--- src/rtl/gobf_pkg.sv ---
// Shared types and constants of the outline flattener.
package gobf_pkg;

	localparam int COORD_W    = 24;
	localparam int PT_W       = 32;
	localparam int INV_W      = 19;
	localparam int ACC_W      = 40;
	localparam int MUL_A_W    = 35;
	localparam int PROD_W     = MUL_A_W + INV_W + 1;
	localparam int ROUND_SH   = 17;
	localparam int STEP_W     = 3;
	localparam int PS_W       = 3;
	localparam logic [STEP_W-1:0] STEP_LAST = STEP_W'(7);
	localparam logic [INV_W-1:0]  INV_EM_RESET = INV_W'(16384);

	typedef enum logic [2:0] {
		CMD_MOVE  = 3'd0,
		CMD_LINE  = 3'd1,
		CMD_QUAD  = 3'd2,
		CMD_CUBIC = 3'd3,
		CMD_END   = 3'd4
	} cmd_t;

	typedef enum logic [8:0] {
		S_IDLE   = 9'b000000001,
		S_DECODE = 9'b000000010,
		S_MUL    = 9'b000000100,
		S_RND    = 9'b000001000,
		S_ACT    = 9'b000010000,
		S_EMIT   = 9'b000100000,
		S_NEXT   = 9'b001000000,
		S_CLOSE  = 9'b010000000,
		S_LAST   = 9'b100000000
	} state_t;

	typedef struct packed {
		logic       load;
		logic       init_line;
		logic       init_curve;
		logic       cubic;
		logic       step;
		logic       mul;
		logic       rnd;
		logic       hold_wr;
		logic       hold_idx;
		logic       push;
		logic [1:0] src_k;
		logic       open_at;
		logic       cur_upd;
	} dp_cmd_t;

	typedef struct packed {
		logic push;
		logic fin;
	} ob_cmd_t;

	typedef struct packed {
		logic same;
		logic can_push;
		logic can_fin;
	} ctl_stat_t;

endpackage

--- src/rtl/gobf_obuf.sv ---
// Output stage: one pending point plus the output register.
module gobf_obuf
	import gobf_pkg::*;
(
	input  logic                   clk,
	input  logic                   arst_n,
	input  ob_cmd_t                ocmd,
	input  logic signed [PT_W-1:0] push_x,
	input  logic signed [PT_W-1:0] push_y,
	input  logic                   push_starts,
	input  logic                   out_ready,
	output logic                   out_valid,
	output logic signed [PT_W-1:0] point_x,
	output logic signed [PT_W-1:0] point_y,
	output logic                   starts_contour,
	output logic                   last,
	output logic                   can_push,
	output logic                   can_fin
);

	logic                   pend_v_q, out_v_q;
	logic signed [PT_W-1:0] pend_x_q, pend_y_q;
	logic                   pend_s_q;
	logic                   out_free;

	assign out_free = !out_v_q || out_ready;
	assign can_push = !pend_v_q || out_free;
	assign can_fin  = !pend_v_q || out_free;
	assign out_valid = out_v_q;

	always_ff @(posedge clk or negedge arst_n) begin
		if (!arst_n) begin
			pend_v_q <= 1'b0;
			out_v_q  <= 1'b0;
		end else begin
			if ((ocmd.push || ocmd.fin) && pend_v_q) begin
				out_v_q <= 1'b1;
			end else if (out_ready) begin
				out_v_q <= 1'b0;
			end
			if (ocmd.push) begin
				pend_v_q <= 1'b1;
			end else if (ocmd.fin) begin
				pend_v_q <= 1'b0;
			end
		end
	end

	always_ff @(posedge clk) begin
		if ((ocmd.push || ocmd.fin) && pend_v_q) begin
			point_x        <= pend_x_q;
			point_y        <= pend_y_q;
			starts_contour <= pend_s_q;
			last           <= ocmd.fin;
		end
		if (ocmd.push) begin
			pend_x_q <= push_x;
			pend_y_q <= push_y;
			pend_s_q <= push_starts;
		end
	end

endmodule

--- config.mk ---
export PLATFORM = sky130hd
export DESIGN_NAME = gobf_obuf
export DESIGN_NICKNAME = d
export VERILOG_FILES = /design/src/rtl/gobf_pkg.sv /design/src/rtl/gobf_obuf.sv
export SDC_FILE = /design/constraint.sdc
export NUM_CORES = 1
export LEC_CHECK = 0
export BUFFER_PORTS_ARGS = -buffer_cell sky130_fd_sc_hd__clkbuf_2
export CAP_MARGIN = 15
export CORE_MARGIN = 2
export CORE_UTILIZATION = 35
export CTS_BUF_LIST = sky130_fd_sc_hd__clkbuf_8
export DETAILED_ROUTE_END_ITERATION = 12
export SYNTH_ARGS = -nofsm -noshare
export SYNTH_HDL_FRONTEND = slang
export SYNTH_SLANG_ARGS = --single-unit
--- constraint.sdc ---
create_clock -name clk -period 4.65 [get_ports clk]
set_input_delay 0.6975 -clock clk [delete_from_list [all_inputs] [get_ports clk]]
set_output_delay 0.6975 -clock clk [all_outputs]
set_load 0.1 [all_outputs]
Word-level counts from Yosys, hierarchy flattened
Index checks and enable logic that the tools add are counted.

operators by class
  order comparisons = 0
  reductions and logical operators = 8
  multipliers = 0
  divide/modulo/power cells = 0
  shifts and indexed selects = 0
  multiplexer cells = 4
  eq/ne operators = 0
  bitwise operators = 0
  add/sub/neg operators = 0

operator list
  operator           number
  $mux 1             4
  $reduce_bool 2->1  2
  $logic_or 1x1->1   3
  $logic_not 1->1    2
  $logic_and 1x1->1  1

word-level totals
  memories kept = 0
  latch bits = 0
  logic and storage cells = 21
  register bits after elaboration = 133
  bits in read-only memories = 0
  output and inout port bits = 69
  RAM bits = 0
  input bits = 70

Longest topological paths before layout
  word-level depth = 3
  gate-level depth with buffers = 3
  mapped depth without buffers = 2

Least setup slack after synthesis
OpenSTA, ideal clock, no wires.

  path type = register -> output
  start = reg out_v_q, in the netlist out_valid
  end = out can_push
  cell stages (with the launch flop) = 3
  required time = 3953 ps
  path buffers = 1
  slack = 1505 ps
  arrival time = 2447 ps
  cells stage by stage = dfrtp_1 > nand3_1 > buf_4

between the ends
  word-level cells in the longest chain between the ends = 3

ends and longest elaborated chain
  what                    RTL line         RTL
  start, declared         gobf_obuf.sv:21  logic pend_v_q, out_v_q;
  start signal, assigned  gobf_obuf.sv:34  out_v_q <= 1'b0;
  start signal, assigned  gobf_obuf.sv:37  out_v_q <= 1'b1;
  start signal, assigned  gobf_obuf.sv:39  out_v_q <= 1'b0;
  $logic_not 1->1         gobf_obuf.sv:26  assign out_free = !out_v_q || out_ready;
  $logic_or 1x1->1        gobf_obuf.sv:26
  $logic_or 1x1->1        -
  end, declared           gobf_obuf.sv:17  output logic can_push,

No other way between the ends.

Worst setup path in the final report
  start = reg pend_v_q
  end = out can_fin

between the ends
  word-level cells in the longest chain between the ends = 2

ends and longest elaborated chain
  what                    RTL line         RTL
  start, declared         gobf_obuf.sv:21
  start signal, assigned  gobf_obuf.sv:33  pend_v_q <= 1'b0;
  start signal, assigned  gobf_obuf.sv:42  pend_v_q <= 1'b1;
  start signal, assigned  gobf_obuf.sv:44  pend_v_q <= 1'b0;
  $logic_not 1->1         gobf_obuf.sv:28  assign can_fin = !pend_v_q || out_free;
  $logic_or 1x1->1        gobf_obuf.sv:28
  end, declared           gobf_obuf.sv:18  output logic can_fin

No other way between the ends.

==> impl_metrics.ini <==
[layout]
drive_gt1_share_pct = 55.5
fin_nets = 367
stdcell_area_sq_um = 5330
synthToLayoutAreaGrowth_pct = 32.2
layout.cells.non_filler = 454
multi_input_area_sq_um = 36.3
regArea_sq_um = 3980
utilization_pct = 47.0
fillers = 984

[critical_path]
startpoint_type = flop
crit_start = pend_v_q
critPathMaxFanout = 3
critPathRequiredTime_ns = 3.95
r2r_start = pend_v_q
criticalPathCategory = reg2out
cp-end-kind = output port
endpoint = can_fin
rr_worst_depth = 1
reg2reg_slack_ns = 3.10
crit_arrival_ns = 1.40
timing.rr.end = point_x[12]

[sta]
hold_viol = 0
slew_headroom_pct = 39.4
skew_ns = 0.0104
max_freq_mhz = 476
period_minus_slack_ns = 2.10
min_period_over_period_pct = 45.2
slew_violations = 0
worstMarginPinSlew_ns = 0.909
setup_viol_count_final = 0
rsz0062_at_grt = no
finalSetupTns_ns = 0

[clocking]
cts-root-buf = clkbuf_8
hold_buffers = 0
clk_pin_slew_ns = 0.08
cts_buffer_depth = 2
cts_tree = done
cts_resized = 0
cts_buffers = 17
post_cts_buffers = 0
clkSinkCount = 133
clock_latency_ns = 0.42
htree_num_levels = 4

[logic_synthesis]
synth_edf_count = 131
ys_ff_latch = 133
yosys_most_used_dff = edfxtp_1
synth.top_cell.area_share_pct = 97.7
synth_cells = 140
netlist_top_cells_area = edfxtp_1 (98%), dfrtp_1 (1.2%), a21o_2 (0.22%)
synth.most_common_cell = edfxtp_1
ys_seq_area_share_pct = 98.9
synth-async-reset-ratio_pct = 1.50
synth_common_cells = edfxtp_1 (131), dfrtp_1 (2), inv_1 (2)
ys_types = 8
syn_nets = 210
avgSynthCellArea_sq_um = 28.8
yosysTopAreaCell = edfxtp_1
syn-cell-area_sq_um = 4030
yosysWarnings = 0

[die]
dieArea_sq_um = 12400
ios = 139
core_area_sq_um = 11300
start_util_pct = 35.6
die-height_um = 111
num_rows = 39
dieWidth_um = 111

[outcome]
outcome = completed

[power_and_ir_drop]
p_per_area_nw_per_um2 = 548
p_leak_nw = 2.12
ir_drop_mv = 0.224

[routing]
drt_wl_total_um = 6460
routedWlPerCell_um = 14.2
drc = 0
postRouteAntennaNets = 0
first_pass_iters = 4
num_vias = 1898
vias_per_cell = 4.18
drt-initial-drc-count = 53

[global_route]
antenna_found_initial = 1
overflow = 0
grt_max_degree = 68
grtUsageTotal_pct = 11.3
grt_pass1_wl_um = 10200
grt_pass1_vias = 2030

[run]
max_cap_viol_count = 0

[place]
io_buffers = 138
place_inst = 421
gp_congestion = 0.715
dpl_cell_area_sq_um = 4900

[hold_path]
hp-class = in2async
-- kinds of logic (layout without fill, tap and decap cells) --
family | Yosys count | in the layout | synth area share (%)
DFF | 133 | 133 | 98.9
AOI/OAI and AO/OA | 3 | 3 | 0.590
buffers and inverters | 3 | 173 | 0.373
and+or+nand+nor | 1 | 1 | 0.124
other | 0 | 1 | 0
-- cell type report --
class / instances / share of cell area, %
Inverter: 2 / 0.141
Timing Repair Buffer: 139 / 13.1
Tap cell: 143 / 3.36
Antenna cell: 1 / 0.0470
Clock buffer: 19 / 4.91
Multi-Input combinational cell: 4 / 0.681
Sequential cell: 133 / 74.8
Clock inverter: 13 / 2.96
-- power by group --
group          total (mW)  switching [mW]  internal [mW]
clock               0.981           0.425          0.556
combinational       0.479           0.425         0.0535
sequential           1.46          0.0247           1.43
total                2.92           0.875           2.04
-- sequential cells by signal, indices dropped and copies added, names as in the netlist --
name and flops:
pend_x_q 32, pend_y_q 32, point_x 32, point_y 32, last 1, out_valid 1, pend_s_q 1, pend_v_q 1
starts_contour 1
-- cells in the final DEF, fill, tap and decap left out --
cell	Yosys	routed
a21o_1	1	1
a21o_2	1	1
buf_2	0	1
buf_4	1	1
bufinv_16	0	3
clkbuf_2	0	137
clkbuf_8	0	19
clkinv_2	0	3
clkinv_4	0	3
clkinvlp_4	0	3
dfrtp_1	2	2
diode_2	0	1
edfxtp_1	131	131
inv_1	2	3
nand3_1	1	1
o21a_4	0	1
-- per-stage QoR --
stage / setup WS (ns) / power [mW] / hold slack, ns
final: 2.55 / 2.92 / 0.0431
after global routing: 2.48 / 3.03 / 0.00896
after CTS: 2.51 / 2.96 / 0.0143
after detailed placement: 2.58 / 1.97 / 0.405
after global placement: 2.58 / 1.96 / 0.400
after floorplan: 1.51 / 1.87 / 0.400
-- critical path: stages, from the launching register on --
cell	delay, ns
dfrtp_1	0.41
nand3_1	0.10
clkbuf_2	0.47
-- per-layer routing --
layer | track usage [%] | share of wire, % | vias to the layer above
li1 | - | - | 880
met1 | 12.2 | 38 | 909
met2 | 16.8 | 47 | 100
met3 | 7.49 | 13 | 9
met4 | 5.93 | 1.6 | 0
met5 | 0 | 0 | -
-- worst min-delay path by stage --
stage,start,endpoint,slack [ns],cells past startpoint
after floorplan,arst_n,out_valid,0.40,0
after global placement,pend_s_q,starts_contour,0.40,0
after detailed placement,pend_x_q[0],point_x[0],0.40,0
after CTS,arst_n,out_valid,0.01,1
after global routing,arst_n,out_valid,0.009,1
final,arst_n,out_valid,0.04,1
Power figures use the tool's default switching activity.
