`src/rtl/gobf_pkg.sv`:
```
// Shared types and constants of the outline flattener.
package gobf_pkg;

	localparam int COORD_W    = 24;
	localparam int PT_W       = 32;
	localparam int INV_W      = 19;
	localparam int ACC_W      = 40;
	localparam int MUL_A_W    = 35;
	localparam int PROD_W     = MUL_A_W + INV_W + 1;
	localparam int ROUND_SH   = 17;
	localparam int STEP_W     = 3;
	localparam int PS_W       = 3;
	localparam logic [STEP_W-1:0] STEP_LAST = STEP_W'(7);
	localparam logic [INV_W-1:0]  INV_EM_RESET = INV_W'(16384);

	typedef enum logic [2:0] {
		CMD_MOVE  = 3'd0,
		CMD_LINE  = 3'd1,
		CMD_QUAD  = 3'd2,
		CMD_CUBIC = 3'd3,
		CMD_END   = 3'd4
	} cmd_t;

	typedef enum logic [8:0] {
		S_IDLE   = 9'b000000001,
		S_DECODE = 9'b000000010,
		S_MUL    = 9'b000000100,
		S_RND    = 9'b000001000,
		S_ACT    = 9'b000010000,
		S_EMIT   = 9'b000100000,
		S_NEXT   = 9'b001000000,
		S_CLOSE  = 9'b010000000,
		S_LAST   = 9'b100000000
	} state_t;

	typedef struct packed {
		logic       load;
		logic       init_line;
		logic       init_curve;
		logic       cubic;
		logic       step;
		logic       mul;
		logic       rnd;
		logic       hold_wr;
		logic       hold_idx;
		logic       push;
		logic [1:0] src_k;
		logic       open_at;
		logic       cur_upd;
	} dp_cmd_t;

	typedef struct packed {
		logic push;
		logic fin;
	} ob_cmd_t;

	typedef struct packed {
		logic same;
		logic can_push;
		logic can_fin;
	} ctl_stat_t;

endpackage

```
`src/rtl/gobf_ctrl.sv`:
```
// Controller: command sequencing and contour bookkeeping.
module gobf_ctrl
	import gobf_pkg::*;
(
	input  logic      clk,
	input  logic      arst_n,
	input  logic      in_valid,
	input  logic [2:0] command,
	input  ctl_stat_t stat,
	output logic      in_ready,
	output dp_cmd_t   dcmd,
	output ob_cmd_t   ocmd
);

	state_t            state_q, state_d;
	logic [2:0]        cmd_q;
	logic              open_q, open_d;
	logic [PS_W-1:0]   ps_q, ps_d;
	logic [STEP_W-1:0] step_q, step_d;
	logic              fin_q, fin_d;
	logic [1:0]        k_q, k_d;
	logic              curve;

	assign in_ready = (state_q == S_IDLE);
	assign curve    = (cmd_q == CMD_QUAD) || (cmd_q == CMD_CUBIC);

	always_ff @(posedge clk or negedge arst_n) begin
		if (!arst_n) begin
			state_q <= S_IDLE;
			cmd_q   <= '0;
			open_q  <= 1'b0;
			ps_q    <= '0;
			step_q  <= '0;
			fin_q   <= 1'b0;
			k_q     <= '0;
		end else begin
			state_q <= state_d;
			open_q  <= open_d;
			ps_q    <= ps_d;
			step_q  <= step_d;
			fin_q   <= fin_d;
			k_q     <= k_d;
			if (in_valid && in_ready) begin
				cmd_q <= command;
			end
		end
	end

	always_comb begin
		state_d = state_q;
		open_d  = open_q;
		ps_d    = ps_q;
		step_d  = step_q;
		fin_d   = fin_q;
		k_d     = k_q;
		dcmd    = '0;
		dcmd.cubic = (cmd_q == CMD_CUBIC);
		dcmd.src_k = k_q;
		ocmd    = '0;
		case (state_q)
			S_IDLE: begin
				if (in_valid) begin
					dcmd.load = 1'b1;
					state_d   = S_DECODE;
				end
			end
			S_DECODE: begin
				fin_d  = 1'b0;
				step_d = '0;
				case (cmd_q)
					CMD_MOVE, CMD_END: begin
						if (open_q) begin
							dcmd.init_line = 1'b1;
							fin_d          = 1'b1;
							state_d        = S_MUL;
						end else begin
							state_d = S_CLOSE;
						end
					end
					CMD_LINE: begin
						if (open_q) begin
							dcmd.init_line = 1'b1;
							state_d        = S_MUL;
						end else begin
							dcmd.open_at = 1'b1;
							open_d       = 1'b1;
							ps_d         = PS_W'(1);
							state_d      = S_LAST;
						end
					end
					CMD_QUAD, CMD_CUBIC: begin
						if (open_q) begin
							dcmd.init_curve = 1'b1;
							state_d         = S_MUL;
						end else begin
							state_d = S_LAST;
						end
					end
					default: state_d = S_LAST;
				endcase
			end
			S_MUL: begin
				dcmd.mul = 1'b1;
				state_d  = S_RND;
			end
			S_RND: begin
				dcmd.rnd = 1'b1;
				state_d  = S_ACT;
			end
			S_ACT: begin
				if (fin_q) begin
					if (ps_q >= PS_W'(4) && !stat.same) begin
						k_d     = 2'd2;
						state_d = S_EMIT;
					end else if (ps_q == PS_W'(3) && !stat.same) begin
						k_d     = 2'd0;
						state_d = S_EMIT;
					end else begin
						state_d = S_CLOSE;
					end
				end else if (ps_q >= PS_W'(4)) begin
					k_d     = 2'd2;
					state_d = S_EMIT;
				end else if (ps_q == PS_W'(3)) begin
					// third point: the contour is long enough, release the held ones
					ps_d    = PS_W'(4);
					k_d     = 2'd0;
					state_d = S_EMIT;
				end else begin
					dcmd.hold_wr  = 1'b1;
					dcmd.hold_idx = ps_q[1];
					ps_d          = ps_q + PS_W'(1);
					state_d       = S_NEXT;
				end
			end
			S_EMIT: begin
				if (stat.can_push) begin
					ocmd.push = 1'b1;
					if (k_q == 2'd2) begin
						state_d = fin_q ? S_CLOSE : S_NEXT;
					end else begin
						k_d = k_q + 2'd1;
					end
				end
			end
			S_NEXT: begin
				if (curve && step_q != STEP_LAST) begin
					dcmd.step = 1'b1;
					step_d    = step_q + STEP_W'(1);
					state_d   = S_MUL;
				end else begin
					dcmd.cur_upd = 1'b1;
					state_d      = S_LAST;
				end
			end
			S_CLOSE: begin
				open_d = 1'b0;
				ps_d   = '0;
				if (cmd_q == CMD_MOVE) begin
					dcmd.open_at = 1'b1;
					open_d       = 1'b1;
					ps_d         = PS_W'(1);
				end
				state_d = S_LAST;
			end
			S_LAST: begin
				if (stat.can_fin) begin
					ocmd.fin = 1'b1;
					state_d  = S_IDLE;
				end
			end
			default: state_d = S_IDLE;
		endcase
	end

endmodule

```
`config.mk`:
```
export PLATFORM = sky130hd
export DESIGN_NAME = gobf_ctrl
export DESIGN_NICKNAME = d
export VERILOG_FILES = /design/src/rtl/gobf_pkg.sv /design/src/rtl/gobf_ctrl.sv
export SDC_FILE = /design/constraint.sdc
export NUM_CORES = 1
export LEC_CHECK = 0
export BUFFER_PORTS_ARGS = -buffer_cell sky130_fd_sc_hd__buf_4
export CAP_MARGIN = 30
export CORE_ASPECT_RATIO = 1.75
export CORE_MARGIN = 4
export CORE_UTILIZATION = 60
export DETAILED_ROUTE_END_ITERATION = 6
export GPL_ROUTABILITY_DRIVEN = 1
export PLACE_DENSITY = 0.84
export SLEW_MARGIN = 10
export SYNTH_ARGS = -nofsm -noshare
export SYNTH_HDL_FRONTEND = slang
export SYNTH_SLANG_ARGS = --single-unit
```
`constraint.sdc`:
```
create_clock -name clk -period 3.65 [get_ports clk]
set_input_delay 0.365 -clock clk [delete_from_list [all_inputs] [get_ports clk]]
set_output_delay 0.365 -clock clk [all_outputs]
set_load 0.02 [all_outputs]
```
**Word-level counts from Yosys, hierarchy flattened**

Index checks and enable logic that the tools add are counted.

- Output and inout port bits: 17
- Bits in registers: 22
- Input port bits: 9

- Reductions and logical operators: 20
- Order comparisons: 1
- Add/subtract/negate cells: 3
- Mux-type cells: 59
- Equal/unequal tests: 28

Operators by type and width:

| kind | count |
|---|---|
| one-hot mux 9 bit (9 select lines) | 1 |
| 2-to-1 mux 9 bit | 7 |
| 2-to-1 mux 8 bit | 4 |
| 2-to-1 mux 2 bit | 12 |
| 2-to-1 mux 1 bit | 21 |
| 2-to-1 mux 3 bit | 6 |
| inequality test 2 bit, second input constant | 9 |
| one-hot mux 9 bit (2 select lines) | 1 |
| 2-to-1 mux 7 bit | 2 |
| AND reduction 5 bit | 2 |
| == test 3 x 2 -> 1 bit, second input constant | 3 |
| == test 9 x 1 -> 1 bit, second input constant | 1 |
| == test 9 x 2 -> 1 bit, second input constant | 1 |
| == test 9 x 3 -> 1 bit, second input constant | 1 |
| == test 9 x 4 -> 1 bit, second input constant | 1 |
| == test 9 x 5 -> 1 bit, second input constant | 1 |
| == test 9 x 6 -> 1 bit, second input constant | 1 |
| == test 9 x 7 -> 1 bit, second input constant | 1 |
| == test 9 x 8 -> 1 bit, second input constant | 1 |
| == test 9 bit, second input constant | 1 |
| one-hot mux 3 bit (3 select lines) | 1 |
| inequality test 4 bit, second input constant | 2 |
| adder 3 x 1 -> 3 bit, second input constant | 2 |
| one-hot mux 3 bit (2 select lines) | 1 |
| other kinds (19) | 28 |

**Longest topological paths before layout**

Gate-level depths: netlist of run 1.

- Depth in word-level cells: 6
- Gate-level depth with buffers: 6

**Worst setup path after synthesis of run 1**

Ideal clock, no wire load.

- Kind: register to register
- Start: reg state_q[0]
- End: reg cmd_q[0]
- Path buffers: 2
- Stages on the path, launching flop included: 7
- Slack: 1.097 ns
- Arrival time: 2.429 ns
- Cells stage by stage: dfstp_2 -> buf_2 -> or3b_2 -> nor4b_2 -> and2_1 -> buf_2 -> mux2_2

- Longest elaborated chain between the ends: 2

Ends and longest elaborated chain:

| element | RTL line | source |
|---|---|---|
| from (decl) | gobf_ctrl.sv:15 | `state_t state_q, state_d;` |
| from (signal assigned) | gobf_ctrl.sv:37 | `state_q <= state_d;` |
| == test 9 x 1 -> 1 bit | gobf_ctrl.sv:24 | `assign in_ready = (state_q == S_IDLE);` |
| via in_ready | gobf_ctrl.sv:10 | `output logic in_ready,` |
| logical AND 1 bit | gobf_ctrl.sv:43 | `if (in_valid && in_ready) begin` |
| to (signal assigned) | gobf_ctrl.sv:44 | `cmd_q <= command;` |
| to (decl) | gobf_ctrl.sv:16 | `logic [2:0] cmd_q;` |

The timed path passes the listed nets, and every way through them passes these cells.
A chain may end at the register's enable or synchronous reset.

==> metrics.txt, run 1 <==
outcome complete, no violations; Layout Area Growth over Synthesis 13.0%; Final #Nets 209; Pre-Repair DR Iteration Count 4; clk buf depth 2; share of Yosys cell area claimed by the top area cell type 0.324; Port Buffer Count 24; Peak Freq 383 MHz; Yosys top cell by area dfrtp_1; Clk Latency, worst-skew pair 0.26 ns; Fin Setup TNS 0 ns; Setup crit start kind flop; NetSw 0.386 mW; vias in the first global route 1410; CTS tree yes; number of flops mapped to enable cells by yosys 0; CP Max Fanout 9; post_cts resized 0; VDD IR max 441 uV; slowest cell on the critical path nor4b_2; final hold violation count 0; Synth cell types 54; #FFs+latches synth 22; post-synthesis average cell area 9.27 um2; Slew @ Worst Pin 0.669 ns; Worst Setup End Kind output port; Static Leak 0.837 nW; Die ar. 3630 um2; Syn Std Cell Area 1620 um2; Final Wtd Congestion 0.868; post-CTS setup buffer count 0; clk_skew 0.00166 ns; unrepaired setup endpoints after global routing false; worst path cell trace nor4_4, nand4_1, nor4b_2, buf_4; Reg power frac 0.418; slew margin rel. 0.553; drt total wl 3570 um; Antenna Cells 0; initial antenna violation count 0; MaxCap Viol Count 0; WP data arrival 2.25 ns; DRC Markers 0; syn nets 192; Largest stage delay, worst path 0.61 ns; Detail Route Antenna Nets 0; first-pass GRT wire length 6130 um; CTS sink cnt 22; drt initial violations 33; largest net degree at the start of global routing 23; total grt overflow 0; H-tree depth 1; Logic pwr share 0.396; endpoints failing setup 0; register area share after synthesis 0.340; R2R setup slack 1.44 ns; worst min path class input port to flop; width of the die 47.3 um; CP required 3.28 ns; CP Class flop to output port; max-slew violations 0; fin crit share 0.715; CTS buffer count 3; Synth Flop Type dfrtp_1; die height 76.8 um; Sw Share 0.406; Post-Synthesis Cells 175; GR Util All Layers 0.224; wire per inst 16.4 um; WP buf/inv 1; minimum clock period 2.61 ns; layout cell share with drive strength beyond 1 0.246; dpl hpwl 2830 um; core area 2550 um2; routed via count 1350; Clock transition at path regs 0.08 ns; Initial Utilization 0.635; Internal 0.564 mW; ys async rst share 1.00; clk root buf clkbuf_8; Final Power 0.949 mW; top post-synthesis cells by area dfrtp_1, ha_1, mux2i_1; critical path's top delay family simple AND/OR/NAND/NOR gates; row cnt 24; vias per cell 6.22; PwrDens 518 nW/um2; clock power share 0.186; Ports 26; synth warn 0
==> final cells by class <==
| class | count | area, um2 |
|---|---|---|
| Clock buffer | 4 | 55.1 |
| Multi-Input combinational cell | 131 | 968 |
| Timing Repair Buffer | 25 | 190 |
| Sequential cell | 22 | 552 |
| Fill cell | 216 | 721 |
| Tap cell | 26 | 32.5 |
| Inverter | 9 | 33.8 |
==> synthesized netlist by cell type, types with 4 or more instances <==
library cell	number
nor4b_1	6
nand2_1	15
o21ai_0	6
mux2_2	5
ha_1	8
mux2i_1	6
nor3_1	6
nand2b_1	5
dfrtp_1	21
clkbuf_1	7
nand4_1	4
nor2b_1	4
nor2_1	13
inv_1	9
==> routing by layer <==
metal | vias to the layer above | GRT usage | share of wire
met5 | - | 0 | 0
met4 | 0 | 0.0748 | 0.013
met3 | 6 | 0.0328 | 0.039
met2 | 40 | 0.398 | 0.57
met1 | 645 | 0.253 | 0.38
li1 | 659 | - | -
==> final timing paths <==
| check | startpoint | depth (start not counted) | endpoint |
|---|---|---|---|
| max reg2reg | state_q[0]$_DFFE_PN1P_ | 4 | cmd_q[1]$_DFFE_PN0P_ |
| min | command[0] | 2 | cmd_q[0]$_DFFE_PN0P_ |
| max | state_q[2]$_DFFE_PN0P_ | 4 | dcmd[9] |
| min reg2reg | step_q[0]$_DFFE_PN0P_ | 1 | step_q[0]$_DFFE_PN0P_ |
| max in group asynchronous | arst_n | 2 | state_q[0]$_DFFE_PN1P_ |
| min in group asynchronous | arst_n | 2 | state_q[7]$_DFFE_PN0P_ |
==> logic make-up (layout without fill, tap and decap cells) <==
group / count (synthesis) / count (layout) / share of synthesized area
simple gates: 81 / 81 / 0.316
compound gates: 25 / 25 / 0.115
flops: 22 / 22 / 0.340
buf+inv: 22 / 38 / 0.0625
mux: 12 / 12 / 0.0810
fa+ha+maj: 8 / 8 / 0.0617
xor+xnor: 4 / 4 / 0.0216
other cells: 1 / 1 / 0.00231
==> cells in the final DEF (no fill, tap or decap), types with 4 or more instances in the layout <==
master     n
ha_1       8
clkbuf_8   4
o21ai_0    6
mux2i_1    6
dfrtp_1   21
nor3_1     6
nor2b_1    4
nand2b_1   5
nor4b_1    6
nand4_1    4
inv_1      9
nor2_1    13
buf_4     24
nand2_1   15
mux2_2     5
==> state kept, by name, summed over array words and instances, names as in the netlist <==
register  count
state_q       9
cmd_q         3
ps_q          3
step_q        3
k_q           2
fin_q         1
open_q        1
==> power groups by stage <==
stage | logic (mW) | clock network [mW] | registers (mW)
after floorplan | 0.341 | 0 | 0.334
after global placement | 0.360 | 0 | 0.396
after detailed placement | 0.373 | 0 | 0.400
after CTS | 0.376 | 0.178 | 0.397
after global routing | 0.412 | 0.187 | 0.413
final | 0.375 | 0.177 | 0.397
==> metrics by stage <==
stage          hold slack, ns  utilization  std cells  setup WS [ns]  instance area [um2]
2_1_floorplan          0.0694            -        175           1.10                 1620
3_3_place_gp            0.269        0.692        212           1.36                 1770
3_5_place_dp            0.271        0.692        212           1.33                 1770
4_1_cts                 0.326        0.718        217           1.04                 1830
5_1_grt                 0.323        0.718        217          0.869                 1830
6_report                0.325        0.718        217           1.04                 1830
==> what timing repair did <==
action / in CTS / in global routing
setup endpoints to repair: 0 / 0
hold buffers: 1 / 0
hold endpoints to repair: 21 / 0
Power figures use the tool's default switching activity.
==> inputs of run 2 (changes only) <==
--- a/config.mk
+++ b/config.mk
@@ -9,10 +9,10 @@
 export CAP_MARGIN = 30
 export CORE_ASPECT_RATIO = 1.75
 export CORE_MARGIN = 4
-export CORE_UTILIZATION = 60
+export CORE_UTILIZATION = 51
 export DETAILED_ROUTE_END_ITERATION = 6
 export GPL_ROUTABILITY_DRIVEN = 1
-export PLACE_DENSITY = 0.84
+export PLACE_DENSITY = 0.76
 export SLEW_MARGIN = 10
 export SYNTH_ARGS = -nofsm -noshare
 export SYNTH_HDL_FRONTEND = slang
==> constraint.sdc (replaced) <==
create_clock -name clk -period 2.1 [get_ports clk]
set_input_delay 0.21 -clock clk [delete_from_list [all_inputs] [get_ports clk]]
set_output_delay 0.21 -clock clk [all_outputs]
set_load 0.02 [all_outputs]
==> metrics.txt, run 2 (synthesis results as in run 1) <==
Sw Share 0.412 (+0.00562); setup ws final -0.0629 ns (-1.10 ns); endpoints failing setup 4 (+4); Slew @ Worst Pin 0.542 ns (-0.126 ns); non-filler cells, final 258 (+19%); outcome finished, violations left; Place WS 0.0677 ns (-1.26 ns); CTS tree yes; Pre-Repair DR Iteration Count 4 (unchanged); Reg power frac 0.284 (-0.134); final hold violation count 0 (unchanged); Post-Layout Inst Area 2170 um2 (+18%); initial antenna violation count 0 (unchanged); Static Leak 1.01 nW (+21%); H-tree depth 1 (unchanged); Final Wtd Congestion 0.854 (-1.6%); clk_skew 0.00419 ns (+0.00253 ns); Antenna Cells 0 (unchanged); core area 2990 um2 (+17%); largest register by flop count state_q; slew margin rel. 0.636 (+0.0826); Placed Instances 244 (+15%); Fin Setup TNS -0.125 ns (-0.125 ns); GR Util All Layers 0.232 (+0.00763); CP required 1.89 ns (-1.39 ns); VDD IR max 872 uV (+98%); Logic pwr share 0.563 (+0.167); CP Class flop to output port; die height 82.6 um (+7.6%); max-slew violations 0 (unchanged); failing checks negative setup slack; Final #Nets 234 (+12%); total grt overflow 0 (unchanged); commonest cells after routing, fill and taps aside buf_4, dfrtp_1, nor2_1, nand2_1, inv_1; Fillers 230 (+6.5%); drt initial violations 57 (+73%); Peak Freq 462 MHz; worst min path class input port to flop; unrepaired setup endpoints after global routing true; width of the die 50.6 um (+7.0%); wire per inst 17.6 um (+7.2%); PwrDens 944 nW/um2 (+82%); Clk Latency, worst-skew pair 0.27 ns (about the same); Die ar. 4180 um2 (+15%); first-pass GRT wire length 7410 um (+21%); vias per cell 5.93 (-4.6%); vias in the first global route 1605 (+14%); dpl cell area 1930 um2 (+9.3%); fin crit share 1.03; NetSw 0.844 mW (+120%); Internal 1.21 mW (+110%); Clock transition at path regs 0.08 ns (about the same); largest net degree at the start of global routing 23 (unchanged); layout cell share with drive strength beyond 1 0.403 (+0.157); Hold Slack 0.167 ns (-0.158 ns); clk root buf clkbuf_8; Setup crit start kind flop; Initial Utilization 0.542 (-0.0935); CTS sink cnt 22 (unchanged); minimum clock period 2.16 ns; Layout Area Growth over Synthesis 33.8%; MaxCap Viol Count 0 (unchanged); clock power share 0.153 (-0.033); Detail Route Antenna Nets 0 (unchanged); row cnt 26 (+8.3%); drt total wl 4550 um (+27%); dpl hpwl 3250 um (+15%); Ports 26 (unchanged); Largest register FFs 9 (unchanged); routed via count 1531 (+13%); commonest non-fill, non-tap cell in the layout buf_4; CP Max Fanout 4 (-5); clk buf depth 2 (unchanged); DRC Markers 0 (unchanged); Port Buffer Count 24 (unchanged); WP data arrival 1.95 ns (-0.30 ns); CTS buffer count 3 (unchanged); Worst Setup End Kind output port
run 2: repair_timing:
action	CTS	global route
resized for setup	9	11
hold buffers	1	0
setup buffers	4	5
hold endpoints to repair	21	0
setup endpoints to repair	7	15
pin swaps	7	9
run 2: per-stage QoR:
stage | total power [mW] | util
2_1_floorplan | 1.24 | -
6_report | 2.05 | 0.725
5_1_grt | 2.17 | 0.725
3_5_place_dp | 1.54 | 0.645
3_3_place_gp | 1.49 | 0.645
4_1_cts | 1.93 | 0.690
run 2: final cells by class:
class,instances,area [um2],area share
inverter,9,33.8,0.0156
sequential,22,552,0.254
multi-input combinational,131,1090,0.503
clock buffer,4,55.1,0.0254
timing repair buffer,50,385,0.178
tap,42,52.6,0.0242
run 2: layer usage:
layer	routed length, um	share of wire	global-route usage	vias to the layer above
met4	176	0.039	0.121	0
met2	2570	0.57	0.442	37
li1	-	-	-	711
met5	0	0	0	-
met3	131	0.029	0.0269	13
met1	1670	0.37	0.245	770
run 2: power by group through the flow:
stage	sequential (mW)	clock, mW	combinational, mW
CTS	0.576	0.319	1.03
global route	0.593	0.338	1.24
floorplan	0.587	0	0.653
finish	0.583	0.313	1.15
global placement	0.590	0	0.902
detailed placement	0.604	0	0.939
run 2: final timing paths:
kind,from,to,slack (ns),depth (start not counted)
worst max-delay path,state_q[3]$_DFFE_PN0P_,dcmd[1],-0.06,4
worst min-delay path,command[0],cmd_q[0]$_DFFE_PN0P_,0.17,2
worst max register to register,state_q[3]$_DFFE_PN0P_,open_q$_DFFE_PN0P_,0.01,5
worst min register to register,step_q[0]$_DFFE_PN0P_,step_q[0]$_DFFE_PN0P_,0.51,1
max in group asynchronous,arst_n,state_q[0]$_DFFE_PN1P_,1.45,2
min in group asynchronous,arst_n,state_q[1]$_DFFE_PN0P_,0.37,2
run 2: critical path, cell delays in order (launching register included):
cell and delay (ns):
dfrtp_1 0.43, or4_4 0.57, or3_4 0.41, o21ai_4 0.14
buf_6 0.13
==> inputs of run 3 (changes only) <==
--- a/config.mk
+++ b/config.mk
@@ -5,14 +5,14 @@
 export SDC_FILE = /design/constraint.sdc
 export NUM_CORES = 1
 export LEC_CHECK = 0
-export BUFFER_PORTS_ARGS = -buffer_cell sky130_fd_sc_hd__buf_4
 export CAP_MARGIN = 30
 export CORE_ASPECT_RATIO = 1.75
 export CORE_MARGIN = 4
-export CORE_UTILIZATION = 51
+export CORE_UTILIZATION = 63
 export DETAILED_ROUTE_END_ITERATION = 6
+export DONT_BUFFER_PORTS = 1
 export GPL_ROUTABILITY_DRIVEN = 1
-export PLACE_DENSITY = 0.76
+export PLACE_DENSITY = 0.79
 export SLEW_MARGIN = 10
 export SYNTH_ARGS = -nofsm -noshare
 export SYNTH_HDL_FRONTEND = slang
==> constraint.sdc (replaced) <==
create_clock -name clk -period 2.35 [get_ports clk]
set_input_delay 0.235 -clock clk [delete_from_list [all_inputs] [get_ports clk]]
set_output_delay 0.235 -clock clk [all_outputs]
set_load 0.02 [all_outputs]
==> metrics.txt, run 3 (synthesis results as in run 1) <==
outcome complete, no violations; Util after Layout 0.749 (+0.0241); Static Leak 0.856 nW (-15%); width of the die 46.4 um (-8.4%); largest net degree at the start of global routing 23 (unchanged); Hold Slack 0.0960 ns (-0.0712 ns); Slew @ Worst Pin 0.595 ns (+0.0525 ns); Pre-Repair DR Iteration Count 4 (unchanged); CP required 2.12 ns (+0.23 ns); initial antenna violation count 0 (unchanged); clk buf depth 2 (unchanged); MaxCap Viol Count 0 (unchanged); clk root buf clkbuf_8; CTS tree yes; CP Class flop to output port; drt initial violations 60 (+5.3%); PwrDens 896 nW/um2 (-5.2%); die height 75.1 um (-9.1%); GR Util All Layers 0.251 (+0.0191); Layout Area Growth over Synthesis 15.1%; CTS buffer count 3 (unchanged); slew margin rel. 0.598 (-0.0374); Final Wtd Congestion 0.933 (+9.3%); Ports 26 (unchanged); vias per cell 6.50 (+9.6%); post-CTS setup buffer count 0 (-4); Detail Route Antenna Nets 0 (unchanged); dpl cell area 1750 um2 (-9.3%); DRC Markers 0 (unchanged); Clock transition at path regs 0.09 ns (about the same); Initial Utilization 0.651 (+0.109); non-filler cells, final 215 (-17%); Clk Latency, worst-skew pair 0.27 ns (about the same); commonest cells after routing, fill and taps aside dfrtp_1, buf_4, nand2_1; CP Max Fanout 8 (+4); Final Power 1.67 mW (-18%); Post-Layout Inst Area 1870 um2 (-14%); total grt overflow 0 (unchanged); endpoints failing setup 0 (-4); worst min path class input port to flop; minimum clock period 2.27 ns; Final #Nets 207 (-12%); wire per inst 17.7 um (+0.50%); max-slew violations 0 (unchanged); WP data arrival 2.04 ns (+0.09 ns); Port Buffer Count 0 (-100%); first-pass GRT wire length 6360 um (-14%); Peak Freq 440 MHz; Fillers 183 (-20%); row cnt 24 (-7.7%); Placed Instances 209 (-14%); core area 2490 um2 (-17%); layout cell share with drive strength beyond 1 0.259 (-0.144); unrepaired setup endpoints after global routing true; largest register by flop count state_q; fin crit share 0.968; routed via count 1398 (-8.7%); clk_skew 0.0104 ns (+0.00617 ns); CTS sink cnt 22 (unchanged); drt total wl 3810 um (-16%); Largest register FFs 9 (unchanged); vias in the first global route 1454 (-9.4%); Setup crit start kind flop; final hold violation count 0 (unchanged); dpl hpwl 2800 um (-14%); VDD IR max 994 uV (+14%); Antenna Cells 0 (unchanged); H-tree depth 1 (unchanged); Worst Setup End Kind output port; Die ar. 3480 um2 (-17%)
## run 3: cell type report
| class | count | area, um2 | area share |
|---|---|---|---|
| timing repair buffer | 23 | 183 | 0.0979 |
| inverter | 9 | 33.8 | 0.0181 |
| clock inverter | 1 | 30.0 | 0.0161 |
| multi-input combinational | 131 | 995 | 0.533 |
| tap | 26 | 32.5 | 0.0174 |
| sequential | 22 | 552 | 0.296 |
| clock buffer | 3 | 41.3 | 0.0221 |
## run 3: worst max-delay path, cell delays in order, from the launching register on
cell and delay (ns):
dfrtp_1 0.39, buf_4 0.18, nor4_4 0.41, nand4_1 0.24, nor4b_2 0.34, buf_4 0.20
## run 3: metal layers
metal  vias to the layer above  track usage  wire length, um
met3                        12       0.0311              181
met1                       667        0.267             1430
met2                        54        0.456             2050
li1                        665            -                -
met5                         -            0                0
met4                         0        0.136              148
## run 3: path summary, 6_finish.rpt
check	endpoint	cells after the start	startpoint	slack [ns]
min in group asynchronous	ps_q[1]$_DFFE_PN0P_	1	arst_n	0.25
min	state_q[1]$_DFFE_PN0P_	1	in_valid	0.1
max in group asynchronous	state_q[0]$_DFFE_PN1P_	2	arst_n	1.62
min reg2reg	step_q[0]$_DFFE_PN0P_	1	step_q[0]$_DFFE_PN0P_	0.50
max	dcmd[9]	5	state_q[2]$_DFFE_PN0P_	0.08
max reg2reg	ps_q[2]$_DFFE_PN0P_	4	open_q$_DFFE_PN0P_	0.24
## run 3: through the flow
stage,TNS (ns),setup slack (ns)
after floorplan,0,0.0180
after global placement,0,0.279
after detailed placement,0,0.270
after CTS,0,0.0260
after global routing,-0.0418,-0.0370
final,0,0.0763
## run 3: report_power, final
| group | total, mW | internal (mW) | switching (mW) | leakage, nW |
|---|---|---|---|---|
| Sequential | 0.554 | 0.458 | 0.0956 | 0.292 |
| Clock | 0.363 | 0.228 | 0.135 | 0.0357 |
| Combinational | 0.755 | 0.327 | 0.428 | 0.528 |
## run 3: what timing repair did
action / CTS / global route
endpoints found under the setup margin: 1 / 6
hold buffers: 1 / 0
hold endpoints to repair: 22 / 0
gates resized for setup: 1 / 5
